[src/rtl/core/assert_macros.svh]
// assertion macros used by the core top level
`ifndef ASSERT_MACROS_SVH
`define ASSERT_MACROS_SVH

// checked only outside reset
`define FRSA_ASSERT(lbl, clk, rst_n, prop, msg) \
  lbl: assert property (@(posedge clk) disable iff (!rst_n) prop) else $error(msg);

// checked on every edge, reset included
`define FRSA_ASSERT_ALWAYS(lbl, clk, prop, msg) \
  lbl: assert property (@(posedge clk) prop) else $error(msg);

`endif

[src/rtl/core/frsa_pkg.sv]
// types and constants of the fused risk score alert core
package frsa_pkg;

  localparam int WIN_DEPTH_DEF = 16;

  localparam logic [16:0] ONE_Q16   = 17'd65536;
  localparam logic [14:0] EYE_START = 15'd15360;
  localparam logic [14:0] EYE_FULL  = 15'd25600;
  localparam logic [14:0] EYE_HARD  = 15'd24320;
  localparam logic [15:0] HEART_HARD = 16'd7680;
  localparam logic [16:0] ACCEL_DANGER_MARGIN = 17'd4096;
  // d*d*65536/10240^2 reduces to d*d/1600
  localparam logic [17:0] EYE_DIV   = 18'd1600;
  localparam logic [35:0] EYE_HALF  = 36'd800;

  localparam int DVD_W = 36;
  localparam int DVS_W = 18;
  localparam int ACC_W = 35;

  localparam logic [2:0] REG_THRESHOLD    = 3'd0;
  localparam logic [2:0] REG_OCULAR_WT    = 3'd1;
  localparam logic [2:0] REG_HEART_WEIGHT = 3'd2;
  localparam logic [2:0] REG_MOTION_WEIGHT = 3'd3;
  localparam logic [2:0] REG_ACCEL_BASE   = 3'd4;
  localparam logic [2:0] REG_ACCEL_MARGIN = 3'd5;
  localparam logic [2:0] REG_HEART_SAFE   = 3'd6;
  localparam logic [2:0] REG_HEART_DANGER = 3'd7;

  typedef struct packed {
    logic [16:0] alert_threshold;
    logic [15:0] ocular_wt;
    logic [15:0] heart_weight;
    logic [15:0] motion_weight;
    logic [15:0] accel_baseline;
    logic [15:0] accel_safe_margin;
    logic [14:0] heart_safe_level;
    logic [14:0] heart_danger_level;
  } cfg_t;

  // classified sample handed from front to back
  typedef struct packed {
    logic        hard;
    logic        eye_full;
    logic        eye_ramp;
    logic [13:0] eye_d;
    logic        hrt_full;
    logic        hrt_ramp;
    logic [14:0] hrt_diff;
    logic [14:0] hrt_den;
    logic        acc_full;
    logic        acc_ramp;
    logic [16:0] acc_diff;
    logic [16:0] acc_den;
  } item_t;

  typedef struct packed {
    logic        alert;
    logic [16:0] avg_score;
  } res_t;

endpackage

[src/rtl/core/frsa_fifo.sv]
// two-entry queue used between front and back and at the result side
module frsa_fifo #(
  parameter int W = 8
) (
  input  logic         clk,
  input  logic         rst_n,
  input  logic         push,
  input  logic [W-1:0] wdata,
  output logic         full,
  input  logic         pop,
  output logic [W-1:0] rdata,
  output logic         empty
);

  logic [W-1:0] mem_r [2];
  logic         wr_ptr_r, rd_ptr_r;
  logic [1:0]   cnt_r;
  logic         do_push, do_pop;

  assign full    = (cnt_r == 2'd2);
  assign empty   = (cnt_r == 2'd0);
  assign do_push = push && !full;
  assign do_pop  = pop && !empty;
  assign rdata   = mem_r[rd_ptr_r];

  always_ff @(posedge clk) begin
    if (!rst_n) begin
      wr_ptr_r <= 1'b0;
      rd_ptr_r <= 1'b0;
      cnt_r    <= 2'd0;
    end else begin
      if (do_push) wr_ptr_r <= ~wr_ptr_r;
      if (do_pop) rd_ptr_r <= ~rd_ptr_r;
      if (do_push && !do_pop) cnt_r <= cnt_r + 2'd1;
      else if (do_pop && !do_push) cnt_r <= cnt_r - 2'd1;
    end
  end

  always_ff @(posedge clk) begin
    if (do_push) mem_r[wr_ptr_r] <= wdata;
  end

endmodule

[src/rtl/core/frsa_front.sv]
// front end: classifies a sample into ramp/full/zero cases per feature and flags hard limits
module frsa_front (
  input  frsa_pkg::cfg_t  cfg,
  input  logic [14:0]     eye_closed_pct,
  input  logic [15:0]     heart_change,
  input  logic [15:0]     accel_level,
  output frsa_pkg::item_t item
);
  import frsa_pkg::*;

  logic [15:0] habs;
  logic [15:0] acc_lvl;
  logic [16:0] acc_safe, acc_danger;
  logic        hrt_above, acc_above;

  always_comb begin
    habs = heart_change[15] ? (16'd0 - heart_change) : heart_change;
    acc_lvl = (accel_level == 16'd0) ? cfg.accel_baseline : accel_level;
    acc_safe   = {1'b0, cfg.accel_baseline} + {1'b0, cfg.accel_safe_margin};
    acc_danger = {1'b0, cfg.accel_baseline} + ACCEL_DANGER_MARGIN;
    hrt_above = habs > {1'b0, cfg.heart_safe_level};
    acc_above = {1'b0, acc_lvl} > acc_safe;

    item.hard = (eye_closed_pct >= EYE_HARD) || (habs >= HEART_HARD);

    item.eye_full = eye_closed_pct >= EYE_FULL;
    item.eye_ramp = !item.eye_full && (eye_closed_pct > EYE_START);
    item.eye_d    = 14'(eye_closed_pct - EYE_START);

    item.hrt_full = hrt_above && (habs >= {1'b0, cfg.heart_danger_level});
    item.hrt_ramp = hrt_above && !item.hrt_full;
    item.hrt_diff = 15'(habs - {1'b0, cfg.heart_safe_level});
    item.hrt_den  = cfg.heart_danger_level - cfg.heart_safe_level;

    item.acc_full = acc_above && ({1'b0, acc_lvl} >= acc_danger);
    item.acc_ramp = acc_above && !item.acc_full;
    item.acc_diff = {1'b0, acc_lvl} - acc_safe;
    item.acc_den  = acc_danger - acc_safe;
  end

endmodule

[src/rtl/core/frsa_div.sv]
// shared serial divider, two quotient bits per cycle, 18-bit quotient
module frsa_div (
  input  logic                       clk,
  input  logic                       rst_n,
  input  logic                       start,
  input  logic [frsa_pkg::DVD_W-1:0] dividend,
  input  logic [frsa_pkg::DVS_W-1:0] divisor,
  output logic                       done,
  output logic [frsa_pkg::DVS_W-1:0] quotient
);
  import frsa_pkg::*;

  // dividend must be below divisor << DVS_W
  logic [DVS_W-1:0] rem_r, low_r, q_r, dvs_r;
  logic [DVS_W-1:0] rem_nxt, low_nxt, q_nxt;
  logic [3:0]       cnt_r;
  logic             busy_r, done_r;
  logic [DVS_W:0]   t;

  always_comb begin
    rem_nxt = rem_r;
    low_nxt = low_r;
    q_nxt   = q_r;
    t       = '0;
    for (int i = 0; i < 2; i++) begin
      t = {rem_nxt, low_nxt[DVS_W-1]};
      low_nxt = {low_nxt[DVS_W-2:0], 1'b0};
      if (t >= {1'b0, dvs_r}) begin
        rem_nxt = DVS_W'(t - {1'b0, dvs_r});
        q_nxt   = {q_nxt[DVS_W-2:0], 1'b1};
      end else begin
        rem_nxt = t[DVS_W-1:0];
        q_nxt   = {q_nxt[DVS_W-2:0], 1'b0};
      end
    end
  end

  always_ff @(posedge clk) begin
    if (!rst_n) begin
      busy_r <= 1'b0;
      done_r <= 1'b0;
      cnt_r  <= '0;
    end else begin
      done_r <= 1'b0;
      if (start) begin
        busy_r <= 1'b1;
        cnt_r  <= 4'(DVS_W / 2);
      end else if (busy_r) begin
        cnt_r <= cnt_r - 4'd1;
        if (cnt_r == 4'd1) begin
          busy_r <= 1'b0;
          done_r <= 1'b1;
        end
      end
    end
  end

  always_ff @(posedge clk) begin
    if (start) begin
      rem_r <= dividend[DVD_W-1:DVS_W];
      low_r <= dividend[DVS_W-1:0];
      dvs_r <= divisor;
      q_r   <= '0;
    end else if (busy_r) begin
      rem_r <= rem_nxt;
      low_r <= low_nxt;
      q_r   <= q_nxt;
    end
  end

  assign done     = done_r;
  assign quotient = q_r;

endmodule

[src/rtl/core/frsa_back.sv]
// back end: feature divisions, weighted fusion, window average and alert
module frsa_back #(
  parameter int WIN_DEPTH = frsa_pkg::WIN_DEPTH_DEF
) (
  input  logic            clk,
  input  logic            rst_n,
  input  frsa_pkg::cfg_t  cfg,
  input  logic            q_empty,
  input  frsa_pkg::item_t q_item,
  output logic            q_pop,
  input  logic            oq_full,
  output logic            oq_push,
  output frsa_pkg::res_t  oq_res
);
  import frsa_pkg::*;

  localparam int TOT_W  = $clog2(WIN_DEPTH * 65536 + 1);
  localparam int CNT_W  = $clog2(WIN_DEPTH + 1);
  localparam int SLOT_W = (WIN_DEPTH > 1) ? $clog2(WIN_DEPTH) : 1;

  localparam logic [3:0] ST_IDLE     = 4'd0;
  localparam logic [3:0] ST_EYE_SQ   = 4'd1;
  localparam logic [3:0] ST_EYE_DIV  = 4'd2;
  localparam logic [3:0] ST_HRT_DIV  = 4'd3;
  localparam logic [3:0] ST_ACC_DIV  = 4'd4;
  localparam logic [3:0] ST_MAC      = 4'd5;
  localparam logic [3:0] ST_FUSE_DIV = 4'd6;
  localparam logic [3:0] ST_WIN      = 4'd7;
  localparam logic [3:0] ST_AVG_DIV  = 4'd8;
  localparam logic [3:0] ST_OUT      = 4'd9;

  logic [3:0]        st_r;
  logic              started_r;
  item_t             item_r;
  logic [27:0]       prod_r;
  logic [16:0]       f_eye_r, f_hrt_r, f_acc_r, fused_r, avg_r, old_r;
  logic [ACC_W-1:0]  acc_r;
  logic [1:0]        k_r;
  logic [TOT_W-1:0]  total_r;
  logic [SLOT_W-1:0] slot_r;
  logic [CNT_W-1:0]  fill_r;
  logic [16:0]       win_mem [WIN_DEPTH];

  logic              div_start, div_done, need_div, is_div_st, is_full;
  logic [DVD_W-1:0]  dvd;
  logic [DVS_W-1:0]  dvs, quo;
  logic [17:0]       wsum;
  logic [15:0]       mac_w;
  logic [16:0]       mac_f, old_val, fix_val;

  assign q_pop   = (st_r == ST_IDLE) && !q_empty;
  assign oq_push = (st_r == ST_OUT) && !oq_full;
  assign oq_res.avg_score = avg_r;
  assign oq_res.alert = item_r.hard || (avg_r >= cfg.alert_threshold);

  assign old_val = (fill_r < CNT_W'(WIN_DEPTH)) ? 17'd0 : old_r;

  always_comb begin
    wsum = {2'b0, cfg.ocular_wt} + {2'b0, cfg.heart_weight} + {2'b0, cfg.motion_weight};
    if (wsum == 18'd0) wsum = 18'd1;
    need_div  = 1'b1;
    is_div_st = 1'b1;
    is_full   = 1'b0;
    dvd = '0;
    dvs = 18'd1;
    case (st_r)
      ST_EYE_DIV: begin
        need_div = item_r.eye_ramp;
        is_full  = item_r.eye_full;
        dvd = DVD_W'(prod_r) + EYE_HALF;
        dvs = EYE_DIV;
      end
      ST_HRT_DIV: begin
        need_div = item_r.hrt_ramp;
        is_full  = item_r.hrt_full;
        dvd = DVD_W'({item_r.hrt_diff, 16'b0}) + DVD_W'(item_r.hrt_den >> 1);
        dvs = DVS_W'(item_r.hrt_den);
      end
      ST_ACC_DIV: begin
        need_div = item_r.acc_ramp;
        is_full  = item_r.acc_full;
        dvd = DVD_W'({item_r.acc_diff, 16'b0}) + DVD_W'(item_r.acc_den >> 1);
        dvs = DVS_W'(item_r.acc_den);
      end
      ST_FUSE_DIV: begin
        dvd = DVD_W'(acc_r) + DVD_W'(wsum >> 1);
        dvs = wsum;
      end
      ST_AVG_DIV: begin
        dvd = DVD_W'(total_r) + DVD_W'(fill_r >> 1);
        dvs = DVS_W'(fill_r);
      end
      default: is_div_st = 1'b0;
    endcase
    fix_val   = is_full ? ONE_Q16 : 17'd0;
    div_start = is_div_st && need_div && !started_r;
  end

  always_comb begin
    case (k_r)
      2'd0: begin
        mac_w = cfg.ocular_wt;
        mac_f = f_eye_r;
      end
      2'd1: begin
        mac_w = cfg.heart_weight;
        mac_f = f_hrt_r;
      end
      default: begin
        mac_w = cfg.motion_weight;
        mac_f = f_acc_r;
      end
    endcase
  end

  frsa_div u_div (
    .clk      (clk),
    .rst_n    (rst_n),
    .start    (div_start),
    .dividend (dvd),
    .divisor  (dvs),
    .done     (div_done),
    .quotient (quo)
  );

  always_ff @(posedge clk) begin
    if (!rst_n) begin
      st_r      <= ST_IDLE;
      started_r <= 1'b0;
      k_r       <= 2'd0;
      total_r   <= '0;
      slot_r    <= '0;
      fill_r    <= '0;
    end else begin
      if (div_start) started_r <= 1'b1;
      case (st_r)
        ST_IDLE: if (!q_empty) st_r <= ST_EYE_SQ;
        ST_EYE_SQ: st_r <= ST_EYE_DIV;
        ST_EYE_DIV, ST_HRT_DIV, ST_ACC_DIV, ST_FUSE_DIV, ST_AVG_DIV: begin
          if (!need_div || (started_r && div_done)) begin
            started_r <= 1'b0;
            case (st_r)
              ST_EYE_DIV:  st_r <= ST_HRT_DIV;
              ST_HRT_DIV:  st_r <= ST_ACC_DIV;
              ST_ACC_DIV:  st_r <= ST_MAC;
              ST_FUSE_DIV: st_r <= ST_WIN;
              default:     st_r <= ST_OUT;
            endcase
          end
        end
        ST_MAC: begin
          if (k_r == 2'd2) begin
            k_r  <= 2'd0;
            st_r <= ST_FUSE_DIV;
          end else begin
            k_r <= k_r + 2'd1;
          end
        end
        ST_WIN: begin
          total_r <= total_r - TOT_W'(old_val) + TOT_W'(fused_r);
          slot_r  <= (slot_r == SLOT_W'(WIN_DEPTH - 1)) ? '0 : slot_r + SLOT_W'(1);
          if (fill_r < CNT_W'(WIN_DEPTH)) fill_r <= fill_r + CNT_W'(1);
          st_r <= ST_AVG_DIV;
        end
        ST_OUT: if (!oq_full) st_r <= ST_IDLE;
        default: st_r <= ST_IDLE;
      endcase
    end
  end

  // datapath registers
  always_ff @(posedge clk) begin
    if (q_pop) begin
      item_r <= q_item;
      old_r  <= win_mem[slot_r];
    end
    if (st_r == ST_EYE_SQ) prod_r <= item_r.eye_d * item_r.eye_d;
    if (st_r == ST_MAC) begin
      acc_r <= ((k_r == 2'd0) ? '0 : acc_r) + ACC_W'(mac_w * mac_f);
    end
    if (st_r == ST_WIN) win_mem[slot_r] <= fused_r;
    if (is_div_st && (!need_div || (started_r && div_done))) begin
      case (st_r)
        ST_EYE_DIV:  f_eye_r <= need_div ? quo[16:0] : fix_val;
        ST_HRT_DIV:  f_hrt_r <= need_div ? quo[16:0] : fix_val;
        ST_ACC_DIV:  f_acc_r <= need_div ? quo[16:0] : fix_val;
        ST_FUSE_DIV: fused_r <= quo[16:0];
        default:     avg_r   <= quo[16:0];
      endcase
    end
  end

endmodule

[src/rtl/core/fused_risk_score_alert_core.sv]
// shared divider: fusion and average always divide, each feature on its ramp
// the back end takes a new sample only once its last result is queued
// a two-beat queue at each side lets front and back stall
// reset: synchronous active-low rst_n clears queues, window fill count and config registers to defaults
// window store holds no reset; slots not yet filled read as zero through the fill count
module fused_risk_score_alert_core #(
  parameter int WIN_DEPTH = frsa_pkg::WIN_DEPTH_DEF
) (
  input  logic        clk,
  input  logic        rst_n,
  input  logic        in_push,
  output logic        in_full,
  input  logic [14:0] in_eye_closed_pct,
  input  logic signed [15:0] in_heart_change,
  input  logic [15:0] in_accel_level,
  output logic        out_empty,
  input  logic        out_pop,
  output logic        out_alert,
  output logic [16:0] out_avg_score,
  input  logic        cfg_we,
  input  logic [2:0]  cfg_idx,
  input  logic [16:0] cfg_wdata
);
  import frsa_pkg::*;
  `include "assert_macros.svh"

  cfg_t  cfg_r;
  item_t fr_item, q_item;
  res_t  oq_res, out_res;
  logic  q_empty, q_full, q_pop, oq_full, oq_push;

  always_ff @(posedge clk) begin
    if (!rst_n) begin
      cfg_r.alert_threshold    <= 17'd49152;
      cfg_r.ocular_wt          <= 16'd2458;
      cfg_r.heart_weight       <= 16'd819;
      cfg_r.motion_weight      <= 16'd819;
      cfg_r.accel_baseline     <= 16'd4096;
      cfg_r.accel_safe_margin  <= 16'd2048;
      cfg_r.heart_safe_level   <= 15'd1280;
      cfg_r.heart_danger_level <= 15'd5120;
    end else if (cfg_we) begin
      case (cfg_idx)
        REG_THRESHOLD:     cfg_r.alert_threshold    <= cfg_wdata;
        REG_OCULAR_WT:     cfg_r.ocular_wt          <= cfg_wdata[15:0];
        REG_HEART_WEIGHT:  cfg_r.heart_weight       <= cfg_wdata[15:0];
        REG_MOTION_WEIGHT: cfg_r.motion_weight      <= cfg_wdata[15:0];
        REG_ACCEL_BASE:    cfg_r.accel_baseline     <= cfg_wdata[15:0];
        REG_ACCEL_MARGIN:  cfg_r.accel_safe_margin  <= cfg_wdata[15:0];
        REG_HEART_SAFE:    cfg_r.heart_safe_level   <= cfg_wdata[14:0];
        REG_HEART_DANGER:  cfg_r.heart_danger_level <= cfg_wdata[14:0];
        default: ;
      endcase
    end
  end

  frsa_front u_front (
    .cfg            (cfg_r),
    .eye_closed_pct (in_eye_closed_pct),
    .heart_change   (in_heart_change),
    .accel_level    (in_accel_level),
    .item           (fr_item)
  );

  frsa_fifo #(.W($bits(item_t))) u_in_q (
    .clk   (clk),
    .rst_n (rst_n),
    .push  (in_push),
    .wdata (fr_item),
    .full  (q_full),
    .pop   (q_pop),
    .rdata (q_item),
    .empty (q_empty)
  );

  assign in_full = q_full;

  frsa_back #(.WIN_DEPTH(WIN_DEPTH)) u_back (
    .clk     (clk),
    .rst_n   (rst_n),
    .cfg     (cfg_r),
    .q_empty (q_empty),
    .q_item  (q_item),
    .q_pop   (q_pop),
    .oq_full (oq_full),
    .oq_push (oq_push),
    .oq_res  (oq_res)
  );

  frsa_fifo #(.W($bits(res_t))) u_out_q (
    .clk   (clk),
    .rst_n (rst_n),
    .push  (oq_push),
    .wdata (oq_res),
    .full  (oq_full),
    .pop   (out_pop),
    .rdata (out_res),
    .empty (out_empty)
  );

  assign out_alert     = out_res.alert;
  assign out_avg_score = out_res.avg_score;

  `FRSA_ASSERT(a_avg_range, clk, rst_n, !out_empty |-> (out_avg_score <= ONE_Q16), "average above one")
  `FRSA_ASSERT(a_beat_queued, clk, rst_n, (in_push && !in_full) |=> !q_empty, "accepted beat lost")
  `FRSA_ASSERT_ALWAYS(a_reset_empty, clk, !rst_n |=> (out_empty && !in_full), "queues not cleared")

endmodule
[config.mk]
export PLATFORM = sky130hd
export DESIGN_NAME = fused_risk_score_alert_core
export DESIGN_NICKNAME = d
export VERILOG_FILES = /design/src/rtl/core/frsa_pkg.sv /design/src/rtl/core/frsa_fifo.sv /design/src/rtl/core/frsa_front.sv /design/src/rtl/core/frsa_div.sv /design/src/rtl/core/frsa_back.sv /design/src/rtl/core/fused_risk_score_alert_core.sv
export VERILOG_INCLUDE_DIRS = /design/src /design/src/rtl/core
export SDC_FILE = /design/constraint.sdc
export NUM_CORES = 2
export LEC_CHECK = 0
export ABC_AREA = 0
export BUFFER_PORTS_ARGS = -buffer_cell sky130_fd_sc_hd__buf_2
export CAP_MARGIN = 20
export CORE_UTILIZATION = 70
export CTS_CLUSTER_DIAMETER = 40
export CTS_CLUSTER_SIZE = 8
export DETAILED_ROUTE_END_ITERATION = 6
export PLACE_DENSITY = 0.87
export SYNTH_ARGS = -nofsm -noshare
export SYNTH_HDL_FRONTEND = slang
export SYNTH_SLANG_ARGS = --single-unit
[constraint.sdc]
create_clock -name clk -period 18.7 [get_ports clk]
set_input_delay 2.805 -clock clk [delete_from_list [all_inputs] [get_ports clk]]
set_output_delay 2.805 -clock clk [all_outputs]
set_load 0.01 [all_outputs]
==> impl_metrics.py <==
metrics = {
    "logic_synthesis": {
        "syn_nets": 6666,
        "syn_area_per_cell_um2": 11.1,
        "synth.cell_area_um2": 63700,
        "synth_common_cells": "edfxtp_1 (781), nand2_1 (704), inv_1 (676)",
        "synth.area.top_cells": "edfxtp_1 (37%), fa_1 (12%), ha_1 (8.7%), dfxtp_1 (6.2%), nand2_1 (4.1%)",
        "synth-edff-count": 781,
        "seq_area_frac_synth": 0.430,
        "synth_cells": 5765,
        "ys_warn_count": 0,
        "yosysMostFrequentCell": "edfxtp_1",
        "synth_cell_types": 96,
        "async_reset_ff_frac": 0,
        "ys_ff_latch": 977,
        "synth_top_area_cell": "edfxtp_1",
        "synth-main-ff-cell": "edfxtp_1",
        "yosys.area.top_type_share": 0.368,
    },
    "routing": {
        "wl_met2_um": 86600,
        "drcViolationCount": 45,
        "dr_wl_met3_um": 24300,
        "drtAntennaViolNets": 0,
        "routedWlPerCell_um": 26.6,
        "first_pass_iters": 7,
        "top_layer": "met5",
        "vias": 48500,
        "wl_um": 192000,
        "post_drt_via_cell_ratio": 6.74,
        "drtIter0Drc": 6457,
        "met1_length_um": 66400,
    },
    "die": {
        "pin_count": 92,
        "core_um2": 90100,
        "fp.dieW_um": 304,
        "die_h_um": 304,
        "rows": 110,
        "initial_core_util": 0.707,
        "dieArea_um2": 92300,
    },
    "clocking": {
        "ctsHoldBuffers": 0,
        "htreeDepth": 4,
        "cts_setup_buffers": 0,
        "cts_max_path_buffers": 3,
        "numClockSinks": 977,
        "cts-resized-gates": 0,
        "clk_pin_slew_worst_paths_ns": 0.05,
        "cts_tree": "done",
        "cts_buffers": 155,
        "clock_latency_ns": 0.78,
        "cts-root-buf": "clkbuf_16",
    },
    "cells_and_area": {
        "drive_gt1_frac": 0.107,
        "design_area_um2": 70600,
        "nets": 6802,
        "synthToLayoutAreaGrowth_pct": 10.8,
        "final_cells": 7194,
    },
    "global_route": {
        "antenna_found_initial": 13,
        "grt_usage": 0.419,
        "grt_max_degree": 108,
        "grt_overflow": 0,
        "grt_pass1_wl_um": 292000,
        "grt_pass1_vias": 49100,
    },
    "timing": {
        "rsz0062_at_grt": "false",
        "finClkSkew_ns": 0.0588,
        "fin_setup_tns_ns": 0,
        "fmax_mhz": 124,
        "slew_headroom": 0.138,
        "setup_viol": 0,
        "hold_viol": 0,
        "slew_violations": 0,
        "finalCritPeriodShare": 0.432,
        "min_period_ns": 8.09,
        "worst_slew_pin_slew_ns": 1.29,
    },
    "hold_path": {
        "hp-class": "reg -> reg",
    },
    "placed_design": {
        "placed_area_um2": 65600,
        "hpwlAfterDp_um": 127000,
        "numPlacedInstances": 6916,
        "io_buffers": 91,
        "gp_congestion": 0.987,
    },
    "setup_path": {
        "worstSetupPathType": "reg -> reg",
        "cp_max_fo": 21,
        "cp-start-kind": "register",
        "cp_data_required_time_ns": 19.21,
        "arrival_ns": 8.60,
        "cp-end-kind": "register",
    },
    "outcome": {
        "violations": "DRC",
        "outcome": "finished with violations",
    },
    "job": {
        "maxCapViolations": 0,
    },
}
## sequential cells by signal, indices dropped and copies added, names as in the netlist, 18 cells and up, named ones only
name and cells:
u_back.prod_r 27, u_back.u_div.dvs_r 18, u_back.acc_r 35, u_back.total_r 21, u_out_q.mem_r 36, u_back.win_mem 272, u_back.u_div.rem_r 18, u_in_q.mem_r 170
u_back.item_r 85, u_back.u_div.low_r 18, cfg_r 127
## critical path: stages, from the launching register on
cell       delay [ns]
dfxtp_2          0.66
buf_4            0.47
mux2i_1          0.15
o21ai_1          0.45
buf_4            0.31
nand2_1          0.10
fa_1             0.54
inv_1            0.05
fa_1             0.48
inv_1            0.05
fa_1             0.48
fa_1             0.55
inv_1            0.05
fa_1             0.48
fa_1             0.49
ha_1             0.39
a2111oi_0        0.43
inv_1            0.08
a31oi_1          0.25
o31ai_1          0.13
a21o_1           0.19
a31oi_1          0.35
a21o_1           0.25
o2111ai_1        0.16
a21oi_1          0.19
xnor2_1          0.08
## stage by stage
step                utilization  setup slack [ns]  hold WS, ns
floorplan                     -             11.17        0.436
global placement          0.728             10.35        0.443
detailed placement        0.728             10.71        0.449
CTS                       0.783             10.72        0.455
global route              0.783             10.18        0.483
finish                    0.783             10.61        0.456
## layout by cell type, fill, tap and decap left out, types with 54 or more instances in the layout
master,instances
mux2_2,113
inv_1,674
clkbuf_16,159
dfxtp_1,191
nor2b_1,54
buf_4,90
xor2_1,76
a21oi_1,312
nand2_1,704
nand3_1,86
nor3_1,54
a21o_1,77
mux2i_1,68
xnor2_1,192
buf_2,91
and2_1,140
nor2_1,303
mux4_2,85
edfxtp_1,781
ha_1,442
o21ai_0,136
clkbuf_1,63
fa_1,387
## logic make-up (layout without fill, tap and decap cells)
group                    after synthesis  in the layout  synth area share
flip-flops                           977            977             0.430
multiplexers                         266            266            0.0607
AND/OR/NAND/NOR                     1600           1600             0.116
AO/OA/AOI/OAI                        939            939            0.0955
other                                  0              7                 0
XOR/XNOR                             268            268            0.0368
buffers and inverters                884           1130            0.0527
adder cells (fa/ha/maj)              831            831             0.209
## worst paths after layout
kind	from	end	slack (ns)	cells after the start
max	u_back.k_r[0]	u_back.acc_r[34]	10.61	25
min	cfg_r[28]	cfg_r[28]	0.46	2
max reg2reg	u_back.k_r[0]	u_back.acc_r[34]	10.61	25
min reg2reg	cfg_r[28]	cfg_r[28]	0.46	2
## final cells by class
type / count / area (um2)
flip-flops and latches: 977 / 27400
inverters: 677 / 2550
multi-input cells: 3904 / 33100
repair buffers: 186 / 1200
fillers: 5056 / 19500
clock inverters: 38 / 587
diodes: 7 / 17.5
well taps: 1176 / 1470
clock buffers: 229 / 4310
## routing by layer
| layer | up-vias | global-route usage |
|---|---|---|
| li1 | 20400 | - |
| met1 | 23400 | 0.519 |
| met2 | 3638 | 0.648 |
| met3 | 970 | 0.128 |
| met4 | 12 | 0.257 |
| met5 | - | 0.00103 |
Power is left out: the tool's default activity adds up to more than one toggle a clock period on the data nets, which glitch-free logic cannot reach.
